==> config.mk <==
export PLATFORM = sky130hd
export DESIGN_NAME = ple_ctrl
export DESIGN_NICKNAME = d
export VERILOG_FILES = /design/src/rtl/ple_pkg.sv /design/src/rtl/ple_ctrl.sv
export SDC_FILE = /design/constraint.sdc
export NUM_CORES = 1
export LEC_CHECK = 0
export BUFFER_PORTS_ARGS = -buffer_cell sky130_fd_sc_hd__buf_4
export CORE_MARGIN = 2
export CORE_UTILIZATION = 39
export DETAILED_ROUTE_END_ITERATION = 16
export HOLD_SLACK_MARGIN = 0.03
export MAX_ROUTING_LAYER = met4
export PLACE_DENSITY = 0.71
export SLEW_MARGIN = 20
export SYNTH_ARGS = -nofsm -noshare
export SYNTH_HDL_FRONTEND = slang
export SYNTH_SLANG_ARGS = --single-unit
==> constraint.sdc <==
create_clock -name clock -period 1.3 [get_ports clock]
set_input_delay 0.195 -clock clock [delete_from_list [all_inputs] [get_ports clock]]
set_output_delay 0.195 -clock clock [all_outputs]
set_load 0.005 [all_outputs]
==> src/rtl/ple_pkg.sv <==
// Shared types and codes for the positional list engine.
// Holds command and status codes and the controller/datapath interface structs.
// No dependencies.
package ple_pkg;

   typedef enum logic [1:0] {
      CMD_CLEAR  = 2'd0,
      CMD_INSERT = 2'd1,
      CMD_DELETE = 2'd2,
      CMD_GET    = 2'd3
   } cmd_type;

   typedef enum logic [1:0] {
      ST_OK      = 2'd0,
      ST_BAD_POS = 2'd1,
      ST_FULL    = 2'd2
   } status_type;

   // Commands from the controller to the datapath.
   typedef struct packed {
      logic load;       // capture the accepted beat
      logic eval;       // latch the status of the captured command
      logic cnt_clear;
      logic cnt_inc;
      logic cnt_dec;
      logic wr_value;   // write the captured word at position - 1
      logic rd_get;     // read the entry at position - 1
      logic cur_init;   // set up the shift cursor
      logic shift_rd;   // read at the cursor and step it
      logic rsp_load;   // load the result register
   } ctrl_cmd_type;

   // Status from the datapath to the controller.
   typedef struct packed {
      cmd_type    command;
      status_type status;
      logic       insert_append;  // insert lands right after the last entry
      logic       delete_at_end;  // delete removes the last entry
      logic       shift_last;     // the cursor is on the last entry to move
   } ctrl_sts_type;

endpackage

==> src/rtl/ple_ctrl.sv <==
// Controller of the positional list engine: sequences each command and owns
// the stream handshakes. Depends on ple_pkg; drives ple_dpath.
module ple_ctrl (
   input  logic                  clock,
   input  logic                  reset,
   input  logic                  req_tvalid,
   output logic                  req_tready,
   output logic                  rsp_tvalid,
   input  logic                  rsp_tready,
   output ple_pkg::ctrl_cmd_type ctrl_cmd,
   input  ple_pkg::ctrl_sts_type ctrl_sts
);
   import ple_pkg::*;

   typedef enum logic [5:0] {
      S_IDLE   = 6'b000001,
      S_EVAL   = 6'b000010,
      S_SHIFT  = 6'b000100,
      S_DRAIN  = 6'b001000,
      S_PUT    = 6'b010000,
      S_FINISH = 6'b100000
   } state_type;

   state_type state_ff, state_in;
   logic      rsp_valid_ff, rsp_valid_in;
   logic      out_free;

   assign req_tready = (state_ff == S_IDLE);
   assign rsp_tvalid = rsp_valid_ff;
   assign out_free   = !rsp_valid_ff || rsp_tready;

   always_comb begin
      state_in     = state_ff;
      ctrl_cmd     = '0;
      rsp_valid_in = rsp_valid_ff && !rsp_tready;
      case (state_ff)
         S_IDLE: begin
            if (req_tvalid) begin
               ctrl_cmd.load = 1'b1;
               state_in      = S_EVAL;
            end
         end
         S_EVAL: begin
            ctrl_cmd.eval = 1'b1;
            state_in      = S_FINISH;
            case (ctrl_sts.command)
               CMD_CLEAR: begin
                  ctrl_cmd.cnt_clear = 1'b1;
               end
               CMD_INSERT: begin
                  if (ctrl_sts.status == ST_OK) begin
                     if (ctrl_sts.insert_append) begin
                        ctrl_cmd.wr_value = 1'b1;
                        ctrl_cmd.cnt_inc  = 1'b1;
                     end else begin
                        ctrl_cmd.cur_init = 1'b1;
                        state_in          = S_SHIFT;
                     end
                  end
               end
               CMD_DELETE: begin
                  if (ctrl_sts.status == ST_OK) begin
                     if (ctrl_sts.delete_at_end) begin
                        ctrl_cmd.cnt_dec = 1'b1;
                     end else begin
                        ctrl_cmd.cur_init = 1'b1;
                        state_in          = S_SHIFT;
                     end
                  end
               end
               default: begin
                  ctrl_cmd.rd_get = (ctrl_sts.status == ST_OK);
               end
            endcase
         end
         S_SHIFT: begin
            ctrl_cmd.shift_rd = 1'b1;
            if (ctrl_sts.shift_last) begin
               state_in = S_DRAIN;
            end
         end
         S_DRAIN: begin
            // The datapath writes the last moved word in this cycle.
            if (ctrl_sts.command == CMD_INSERT) begin
               state_in = S_PUT;
            end else begin
               ctrl_cmd.cnt_dec = 1'b1;
               state_in         = S_FINISH;
            end
         end
         S_PUT: begin
            ctrl_cmd.wr_value = 1'b1;
            ctrl_cmd.cnt_inc  = 1'b1;
            state_in          = S_FINISH;
         end
         S_FINISH: begin
            if (out_free) begin
               ctrl_cmd.rsp_load = 1'b1;
               rsp_valid_in      = 1'b1;
               state_in          = S_IDLE;
            end
         end
         default: begin
            state_in = S_IDLE;
         end
      endcase
   end

   always_ff @(posedge clock) begin
      if (reset) begin
         state_ff     <= S_IDLE;
         rsp_valid_ff <= 1'b0;
      end else begin
         state_ff     <= state_in;
         rsp_valid_ff <= rsp_valid_in;
      end
   end

endmodule
==> results of run 1 <==
==> worst max-delay path, stage by stage (launching register included) <==
cell and delay [ns]:
dfxtp_2 0.36, nor4_4 0.33, nand3_2 0.19, o21ai_2 0.17, buf_4 0.13
==> power by group through the flow <==
stage / combinational, mW / clock (mW) / sequential [mW]
detailed placement: 0.213 / 0 / 0.249
global route: 0.311 / 0.208 / 0.256
CTS: 0.268 / 0.195 / 0.249
finish: 0.286 / 0.190 / 0.255
global placement: 0.212 / 0 / 0.248
floorplan: 0.113 / 0 / 0.246
==> layer usage <==
metal / share of wire (%) / wire length [µm] / vias up / global-route usage, %
li1: - / - / 289 / -
met1: 44 / 618 / 257 / 25.1
met2: 52 / 743 / 13 / 32.7
met3: 3.4 / 48 / 2 / 6.67
met4: 0.28 / 4 / 0 / 5.17
met5: 0 / 0 / - / -
==> layout by cell type, fill, tap and decap left out <==
cell type	instances
buf_4	33
inv_1	4
nor2_1	4
ha_1	4
nor4_4	3
nand3b_1	3
nand2_1	3
nor2b_1	3
clkbuf_4	3
dfxtp_1	3
nand2b_1	2
and3_1	2
o2111ai_1	2
a21oi_2	2
buf_6	2
dfxtp_4	2
dfxtp_2	2
and3b_2	1
nor2b_2	1
and2_1	1
inv_2	1
nand3_2	1
o21ai_2	1
o22ai_2	1
nand3_1	1
nor2_2	1
nand3b_4	1
a21oi_1	1
o31ai_1	1
nor3b_1	1
o2111a_1	1
o21ai_0	1
a2bb2oi_1	1
o211a_1	1
o221a_1	1
clkbuf_1	1
==> per-stage QoR <==
step / TNS [ns] / area (µm²) / hold WS (ns)
global route: -5.18 / 878 / 0.136
finish: -4.03 / 878 / 0.143
floorplan: 0 / 514 / 0.257
CTS: -3.35 / 835 / 0.134
detailed placement: -0.828 / 719 / 0.402
global placement: -0.558 / 719 / 0.399
==> what timing repair did <==
| action | 4_1_cts | 5_1_grt |
|---|---|---|
| resized for setup | 10 | 9 |
| setup buffers | 6 | 2 |
| setup endpoints to repair | 16 | 17 |
| pin swaps | 4 | 7 |
| endpoints found under the hold margin | 0 | 0 |
==> logic make-up after synthesis <==
logic type / after synthesis / synth area share, %
AO/OA/AOI/OAI: 13 / 20.1
adder cells (fa/ha/maj): 4 / 9.90
buffers and inverters: 7 / 6.68
flip-flops: 7 / 27.7
AND/OR/NAND/NOR: 28 / 35.6
==> final cells by class <==
cell class / count / area share, %
multi-input combinational: 45 / 45.0
tap: 14 / 1.99
inverter: 5 / 2.14
sequential: 7 / 17.1
timing repair buffer: 35 / 30.8
clock buffer: 4 / 2.99
==> how the worst max path moves through the flow <==
stage | slack, ns | cells past startpoint | end
floorplan | 0.01 | 4 | ctrl_cmd[6]
global placement | -0.08 | 4 | state_ff[5]
detailed placement | -0.10 | 4 | state_ff[5]
CTS | -0.30 | 5 | ctrl_cmd[0]
global route | -0.40 | 5 | ctrl_cmd[0]
finish | -0.32 | 4 | ctrl_cmd[6]
==> state kept, by name (all words and copies together) (netlist names) <==
register,flops
state_ff,6
rsp_tvalid,1
==> reports/results.tsv, run 1 <==
metric	value	unit
cts.path.max_buffers	2	
hpwlAfterDp	984	µm
multi_input_area	395	µm²
dp_cells	98	
via_count	561	
p_leak	0.441	nW
portBuffers	22	
grt_pass1_vias	521	
drt_iter0_markers	11	
clockRootBuffer	clkbuf_4	
grt-ovfl-total	0	
violations	setup timing	
setup.worst_path.start_class	flip-flop	
gp_congestion	0.781	
dr.pass1.iters	4	
ys_warn_count	0	
cts_hold_buf	0	
fin_cells	110	
setup_viol	17	
slew_viol_final	0	
critPathCaptureType	output port	
worstHoldPathType	primary input to flip-flop	
start_util	43.7	%
fmax	616	MHz
grt_pass1_wl	2.11	mm
post-route-drc-count	0	
hold_depth	2	
synthesis.area	505	µm²
skew	0.00298	ns
netlist_instances	59	
wl	1.42	mm
synth_area_leader_cell	dfxtp_1	
ys_ff_latch	7	
wl_per_cell	12.9	µm
worst_ep_arrival_time	1.43	ns
synth_edf_count	0	
status	complete, but fails checks	
placeableCoreArea	1160	µm²
synth_common_cells	dfxtp_1 (7), inv_1 (5), nor2_1 (5)	
drv_cap	0	
required	1.11	ns
finalHoldViolCount	0	
ff_latch_area	150	µm²
critPathKind	flip-flop to output port	
worstSetupStartpoint	state_ff[3]	
dpl_worst_slack	-0.103	ns
fin_total_pwr	731	µW
worstPathMaxFanout	4	
dieArea	1600	µm²
ir_drop	0.618	mV
pwr-share-comb	39.2	%
fp.dieW	40	µm
internal-power	521	µW
rsz0062_at_grt	yes	
ant_nets	0	
syn_avg_cell_area	8.57	µm²
die-height	40	µm
vias_per_cell	5.10	
clkPwrFrac	26.0	%
grt_usage	20.6	%
syn2layout_area_growth	73.8	%
syn-num-nets	74	
postLayoutSetupSlackWorst	-0.322	ns
worstReg2RegEnd	state_ff[5]	
final_layout_size_suffix_gt1_share	57.3	%
h-tree-depth	1	
synthTopCellsByArea	dfxtp_1 (28%), ha_1 (9.9%), nor2b_1 (5.0%)	
min_period_over_period	125	%
ys_types	27	
reg2reg_from	state_ff[3]	
reg2reg_setup_slack	-0.30	ns
min_from	reset	
yosys.area.top_type_share	27.7	%
grt_start_max_net_pins	7	
p_sw	210	µW
pwr-share-seq	34.9	%
antenna_found_initial	0	
period_minus_slack	1.62	ns
synth_flop_cell	dfxtp_1	
hold_end	state_ff[5]	
cts_made_buffers	3	
path_clk_slew	0.05	ns
synth-seq-area-share	27.7	%
clk_latency	0.25	ns
reg2regPathDepth	7	
n_antenna_cell	0	
power_density	832	nW/µm²
max_slew.worst_pin.slew	0.286	ns
synthArstFlopShare	0	%
slew_headroom	80.8	%
nNetsFinal	112	
switching_share	28.7	%
final_core_util	76.0	%
boundaryPins	23	
cts_tree	done	
fillers	89	
clock-sinks	7	
synth.most_common_cell	dfxtp_1	
rows	12	
No activity file was read; power rests on OpenSTA's default activity.
==> inputs of run 2 (changes only) <==
Settings changed: CORE_AREA from default to 2 2 39 41, CORE_MARGIN 2 to default, CORE_UTILIZATION 39 to default, DIE_AREA from default to 0 0 41 43, PLACE_DENSITY 0.71 to 0.67, SKIP_CTS_REPAIR_TIMING from default to 1.
Clock period 1.3 ns to 2.1 ns, I/O delays scaled along.
==> run 2 against run 1 <==
The run now ends clean. Die area is 10% higher. Global-route usage is 4.0 points lower. Power is 47% lower. Design area is 20% lower. Critical path type unchanged. Critical endpoint is now ctrl_cmd[4]. Highest routed layer unchanged.
==> reports/results.tsv, run 2 (synthesized netlist as in run 1, its figures left out) <==
metric	value	unit	change
fin_total_pwr	387	µW	-47%
syn2layout_area_growth	38.9	%	
cts.path.max_buffers	2		unchanged
min_period_over_period	90.1	%	
fp.dieW	41	µm	+2.5%
finalHoldViolCount	0		unchanged
ir_drop	0.307	mV	-50%
dr.pass1.iters	2		-2
h-tree-depth	1		unchanged
clockRootBuffer	clkbuf_4		
cts_tree	done		
worstPathMaxFanout	4		unchanged
wl_per_cell	12.0	µm	-6.9%
worst_ep_arrival_time	1.58	ns	+0.15 ns
period_minus_slack	1.89	ns	
dp_cells	95		-3.1%
nNetsFinal	99		-12%
min_from	reset		
rows	14		+2
max_slew.worst_pin.slew	0.366	ns	+0.0806 ns
grt_pass1_vias	483		-7.3%
clock-sinks	7		unchanged
path_clk_slew	0.05	ns	about the same
final_core_util	50.7	%	-25 points
ant_nets	0		unchanged
antenna_found_initial	0		unchanged
fin_cells	99		-10%
worstReg2RegEnd	state_ff[5]		
setup_tns	0	ns	+4.03 ns
grt-ovfl-total	0		unchanged
mostFrequentLayoutCells	buf_4 (22), dfxtp_1 (7), inv_1 (5), nor2_1 (5)		
dieArea	1760	µm²	+10%
slew_viol_final	0		unchanged
gp_congestion	0.807		+3.3%
hold_depth	2		unchanged
wl	1.19	mm	-16%
cpPeakStageDelay	0.36	ns	about the same
cts_made_buffers	3		unchanged
largest_reg_flops	6		unchanged
setup.worst_path.start_class	flip-flop		
reg2regPathDepth	4		-3
crit_path_cell_trace	nor4_4 -> nand3_1 -> o21ai_0 -> buf_4		
die-height	43	µm	+7.5%
start_util	36.5	%	-7.2 points
drv_cap	0		unchanged
boundaryPins	23		unchanged
p_leak	0.337	nW	-23%
ff_latch_area	140	µm²	-6.7%
grt_start_max_net_pins	7		unchanged
post_dp_cell_area	676	µm²	-6.1%
final_common_cell	buf_4		
final_area	702	µm²	-20%
via_count	514		-8.4%
reg2reg_from	state_ff[5]		
n_antenna_cell	0		unchanged
cp_slowest_cell	nor4_4		
grt_usage	16.6	%	-4.0 points
portBuffers	22		unchanged
multi_input_area	332	µm²	-16%
critPathKind	flip-flop to output port		
post-route-drc-count	0		unchanged
final_layout_size_suffix_gt1_share	33.7	%	-24 points
fmax	528	MHz	
fillers	134		+51%
hold_end	state_ff[5]		
power_density	551	nW/µm²	-34%
slew_headroom	75.3	%	-5.5 points
critPathCaptureType	output port		
placeableCoreArea	1380	µm²	+20%
clk_latency	0.25	ns	about the same
rsz0062_at_grt	no		
drt_iter0_markers	6		-5
reg2reg_setup_slack	0.64	ns	+0.94 ns
vias_per_cell	5.19		+1.8%
required	1.78	ns	+0.67 ns
grt_pass1_wl	1.97	mm	-6.5%
worstHoldPathType	primary input to flip-flop		
hpwlAfterDp	978	µm	-0.59%
setup_viol	0		-17
regMostFlops	state_ff		
skew	0.00104	ns	-0.00194 ns
status	completed		
[run 2: how the worst max path moves through the flow]
stage / start / end / slack (ns)
3_5_place_dp: state_ff[2] / ctrl_cmd[4] / 0.47
6_report: state_ff[2] / ctrl_cmd[4] / 0.21
2_1_floorplan: state_ff[2] / ctrl_cmd[6] / 0.54
5_1_grt: state_ff[2] / ctrl_cmd[6] / 0.06
4_1_cts: state_ff[2] / ctrl_cmd[4] / 0.18
3_3_place_gp: state_ff[2] / ctrl_cmd[4] / 0.54
[run 2: worst max-delay path, delay by kind of cell (launching register included)]
kind	cells	cell delay, ns
AND/OR/NAND/NOR	2	0.56
flip-flops	1	0.34
AO/OA/AOI/OAI	1	0.27
buffers and inverters	1	0.16
[run 2: layout make-up]
| type | instances | area share (%) |
|---|---|---|
| Multi-Input combinational cell | 45 | 47.2 |
| Clock buffer | 4 | 3.74 |
| Inverter | 5 | 2.67 |
| Tap cell | 16 | 2.85 |
| Sequential cell | 7 | 20.0 |
| Timing Repair Buffer | 22 | 23.5 |
[run 2: power by group]
part           internal [mW]  switching [mW]  total, mW  leakage (nW)
Combinational         0.0593          0.0515      0.111         0.266
Clock                 0.0726          0.0512      0.124        0.0150
Sequential             0.142          0.0104      0.152        0.0569
[run 2: through the flow]
step           worst slack [ns]  hold WS [ns]
4_1_cts                   0.181         0.259
5_1_grt                  0.0643         0.253
6_report                  0.208         0.261
2_1_floorplan             0.536         0.377
3_3_place_gp              0.536         0.525
3_5_place_dp              0.467         0.525
[run 2: per-layer routing]
layer  track usage (%)  part of all wire [%]  up-vias
li1                  -                     -      267
met1              20.3                    45      236
met4              4.00                  0.67        0
met3              6.28                   3.3        2
met2              25.0                    51        9
met5                 -                     0        -
==> inputs of run 3 (changes only) <==
Settings changed: REMOVE_ABC_BUFFERS from default to 1.
==> run 3 against run 2 <==
Clock-buffer cell count is the same. Largest power group unchanged. First-iteration DRC count up 120%. Sequential power is essentially flat. Global-route usage fell by 1.2 points. Clock skew up 0.0010 ns. Combinational power barely moved. Power hardly changed. Clock power hardly changed. Highest routed layer unchanged. Via count is 0.39% higher. Design area unchanged. Setup slack got worse by 0.0045 ns. Critical path type unchanged.
==> reports/results.tsv, run 3 (synthesized netlist as in run 1, its figures left out) <==
metric	value	unit	change
pwr-share-seq	39.4	%	about the same
worstHoldPathType	primary input to flip-flop		
start_util	36.5	%	unchanged
cts_made_buffers	3		unchanged
final_layout_size_suffix_gt1_share	33.7	%	unchanged
crit_buf_inv	1		unchanged
drt_iter0_markers	13		+7
dieArea	1760	µm²	unchanged
path_clk_slew	0.05	ns	about the same
internal-power	274	µW	about the same
portBuffers	22		unchanged
critPathKind	flip-flop to output port		
h-tree-depth	1		unchanged
vias_per_cell	5.21		+0.39%
placeableCoreArea	1380	µm²	unchanged
setup_viol	0		unchanged
period_minus_slack	1.90	ns	+0.00454 ns
cts.path.max_buffers	2		unchanged
max_slew.worst_pin.slew	0.375	ns	+0.00879 ns
boundaryPins	23		unchanged
cp_slowest_cell	dfxtp_1		
post-route-drc-count	0		unchanged
ant_nets	0		unchanged
setup_tns	0	ns	unchanged
gp_congestion	0.789		-2.3%
hpwlAfterDp	981	µm	+0.33%
slew_viol_final	0		unchanged
p_sw	113	µW	+0.23%
pwr-share-comb	28.9	%	+0.3 points
rows	14		unchanged
n_antenna_cell	0		unchanged
wl_per_cell	12.4	µm	+3.8%
grt-ovfl-total	0		unchanged
grt_pass1_vias	458		-5.2%
worst_ep_arrival_time	1.58	ns	about the same
setup.worst_path.start_class	flip-flop		
fin_total_pwr	387	µW	about the same
fillers	141		+5.2%
regMostFlops	state_ff		
slew_headroom	74.8	%	-0.59 points
grt_pass1_wl	1.87	mm	-5.3%
clockRootBuffer	clkbuf_4		
power_density	552	nW/µm²	about the same
finalHoldViolCount	0		unchanged
switching_share	29.3	%	+0.049 points
rsz0062_at_grt	no		
via_count	516		+0.39%
largest_reg_flops	6		unchanged
status	completed		
critPathCaptureType	output port		
clkPwrFrac	31.7	%	-0.3 points
ir_drop	0.380	mV	+24%
grt_start_max_net_pins	7		unchanged
grt_usage	15.4	%	-1.2 points
drv_cap	0		unchanged
skew	0.00207	ns	+0.00103 ns
dr.pass1.iters	6		+4
nNetsFinal	99		unchanged
worstPathMaxFanout	4		unchanged
cts_tree	done		
final_common_cell	buf_4		
wl	1.23	mm	+3.8%
clock-sinks	7		unchanged
syn2layout_area_growth	38.9	%	unchanged
mostFrequentLayoutCells	buf_4 (22), dfxtp_1 (7), inv_1 (5), nor2_1 (5)		
clk_latency	0.25	ns	about the same
antenna_found_initial	0		unchanged
path_delay_family	simple AND/OR/NAND/NOR gates		
min_period_over_period	90.3	%	+0.22 points
p_leak	0.337	nW	unchanged
fmax	527	MHz	-0.24%
required	1.78	ns	about the same
cpPeakStageDelay	0.35	ns	about the same
die-height	43	µm	unchanged
crit_path_cell_trace	nor4_4 -> nand3_1 -> o21ai_0 -> buf_4		
fp.dieW	41	µm	unchanged
-- run 3: cell counts in the layout (fill, tap and decap cells not counted) --
No cell type changed its count.
-- run 3: cell type report --
cell class / count / area [µm²] / share of cell area (%)
Tap cell: 16 / 20.0 / 2.85
Sequential cell: 7 / 140 / 20.0
Multi-Input combinational cell: 45 / 332 / 47.2
Timing Repair Buffer: 22 / 165 / 23.5
Clock buffer: 4 / 26.3 / 3.74
Inverter: 5 / 18.8 / 2.67
-- run 3: per-stage QoR --
step	cells	utilization, %	setup WS (ns)	area [µm²]	hold WS (ns)
floorplan	57	-	0.650	490	0.377
global placement	95	48.8	0.514	676	0.525
detailed placement	95	48.8	0.466	676	0.519
CTS	99	50.7	0.190	702	0.252
global route	99	50.7	0.0634	702	0.252
finish	99	50.7	0.203	702	0.259
-- run 3: final timing paths --
path	end	depth (start not counted)	start	slack, ns
hold reg to reg	rsp_tvalid	2	state_ff[5]	0.63
setup reg to reg	state_ff[5]	4	state_ff[5]	0.68
hold / removal	state_ff[5]	2	reset	0.26
setup / recovery	ctrl_cmd[6]	4	state_ff[2]	0.20
-- run 3: layer usage --
metal  up-vias  share of wire, %  GRT usage, %
li1        261                 -             -
met1       237                48          20.2
met2        16                49          22.5
met3         2               3.3          6.28
met4         0              0.32          2.00
met5         -                 0             -
-- run 3: power groups by stage --
stage	combinational [mW]	sequential [mW]	clock, mW
6_report	0.112	0.153	0.123
5_1_grt	0.124	0.153	0.135
4_1_cts	0.112	0.153	0.127
3_5_place_dp	0.111	0.156	0
3_3_place_gp	0.110	0.155	0
2_1_floorplan	0.0638	0.152	0
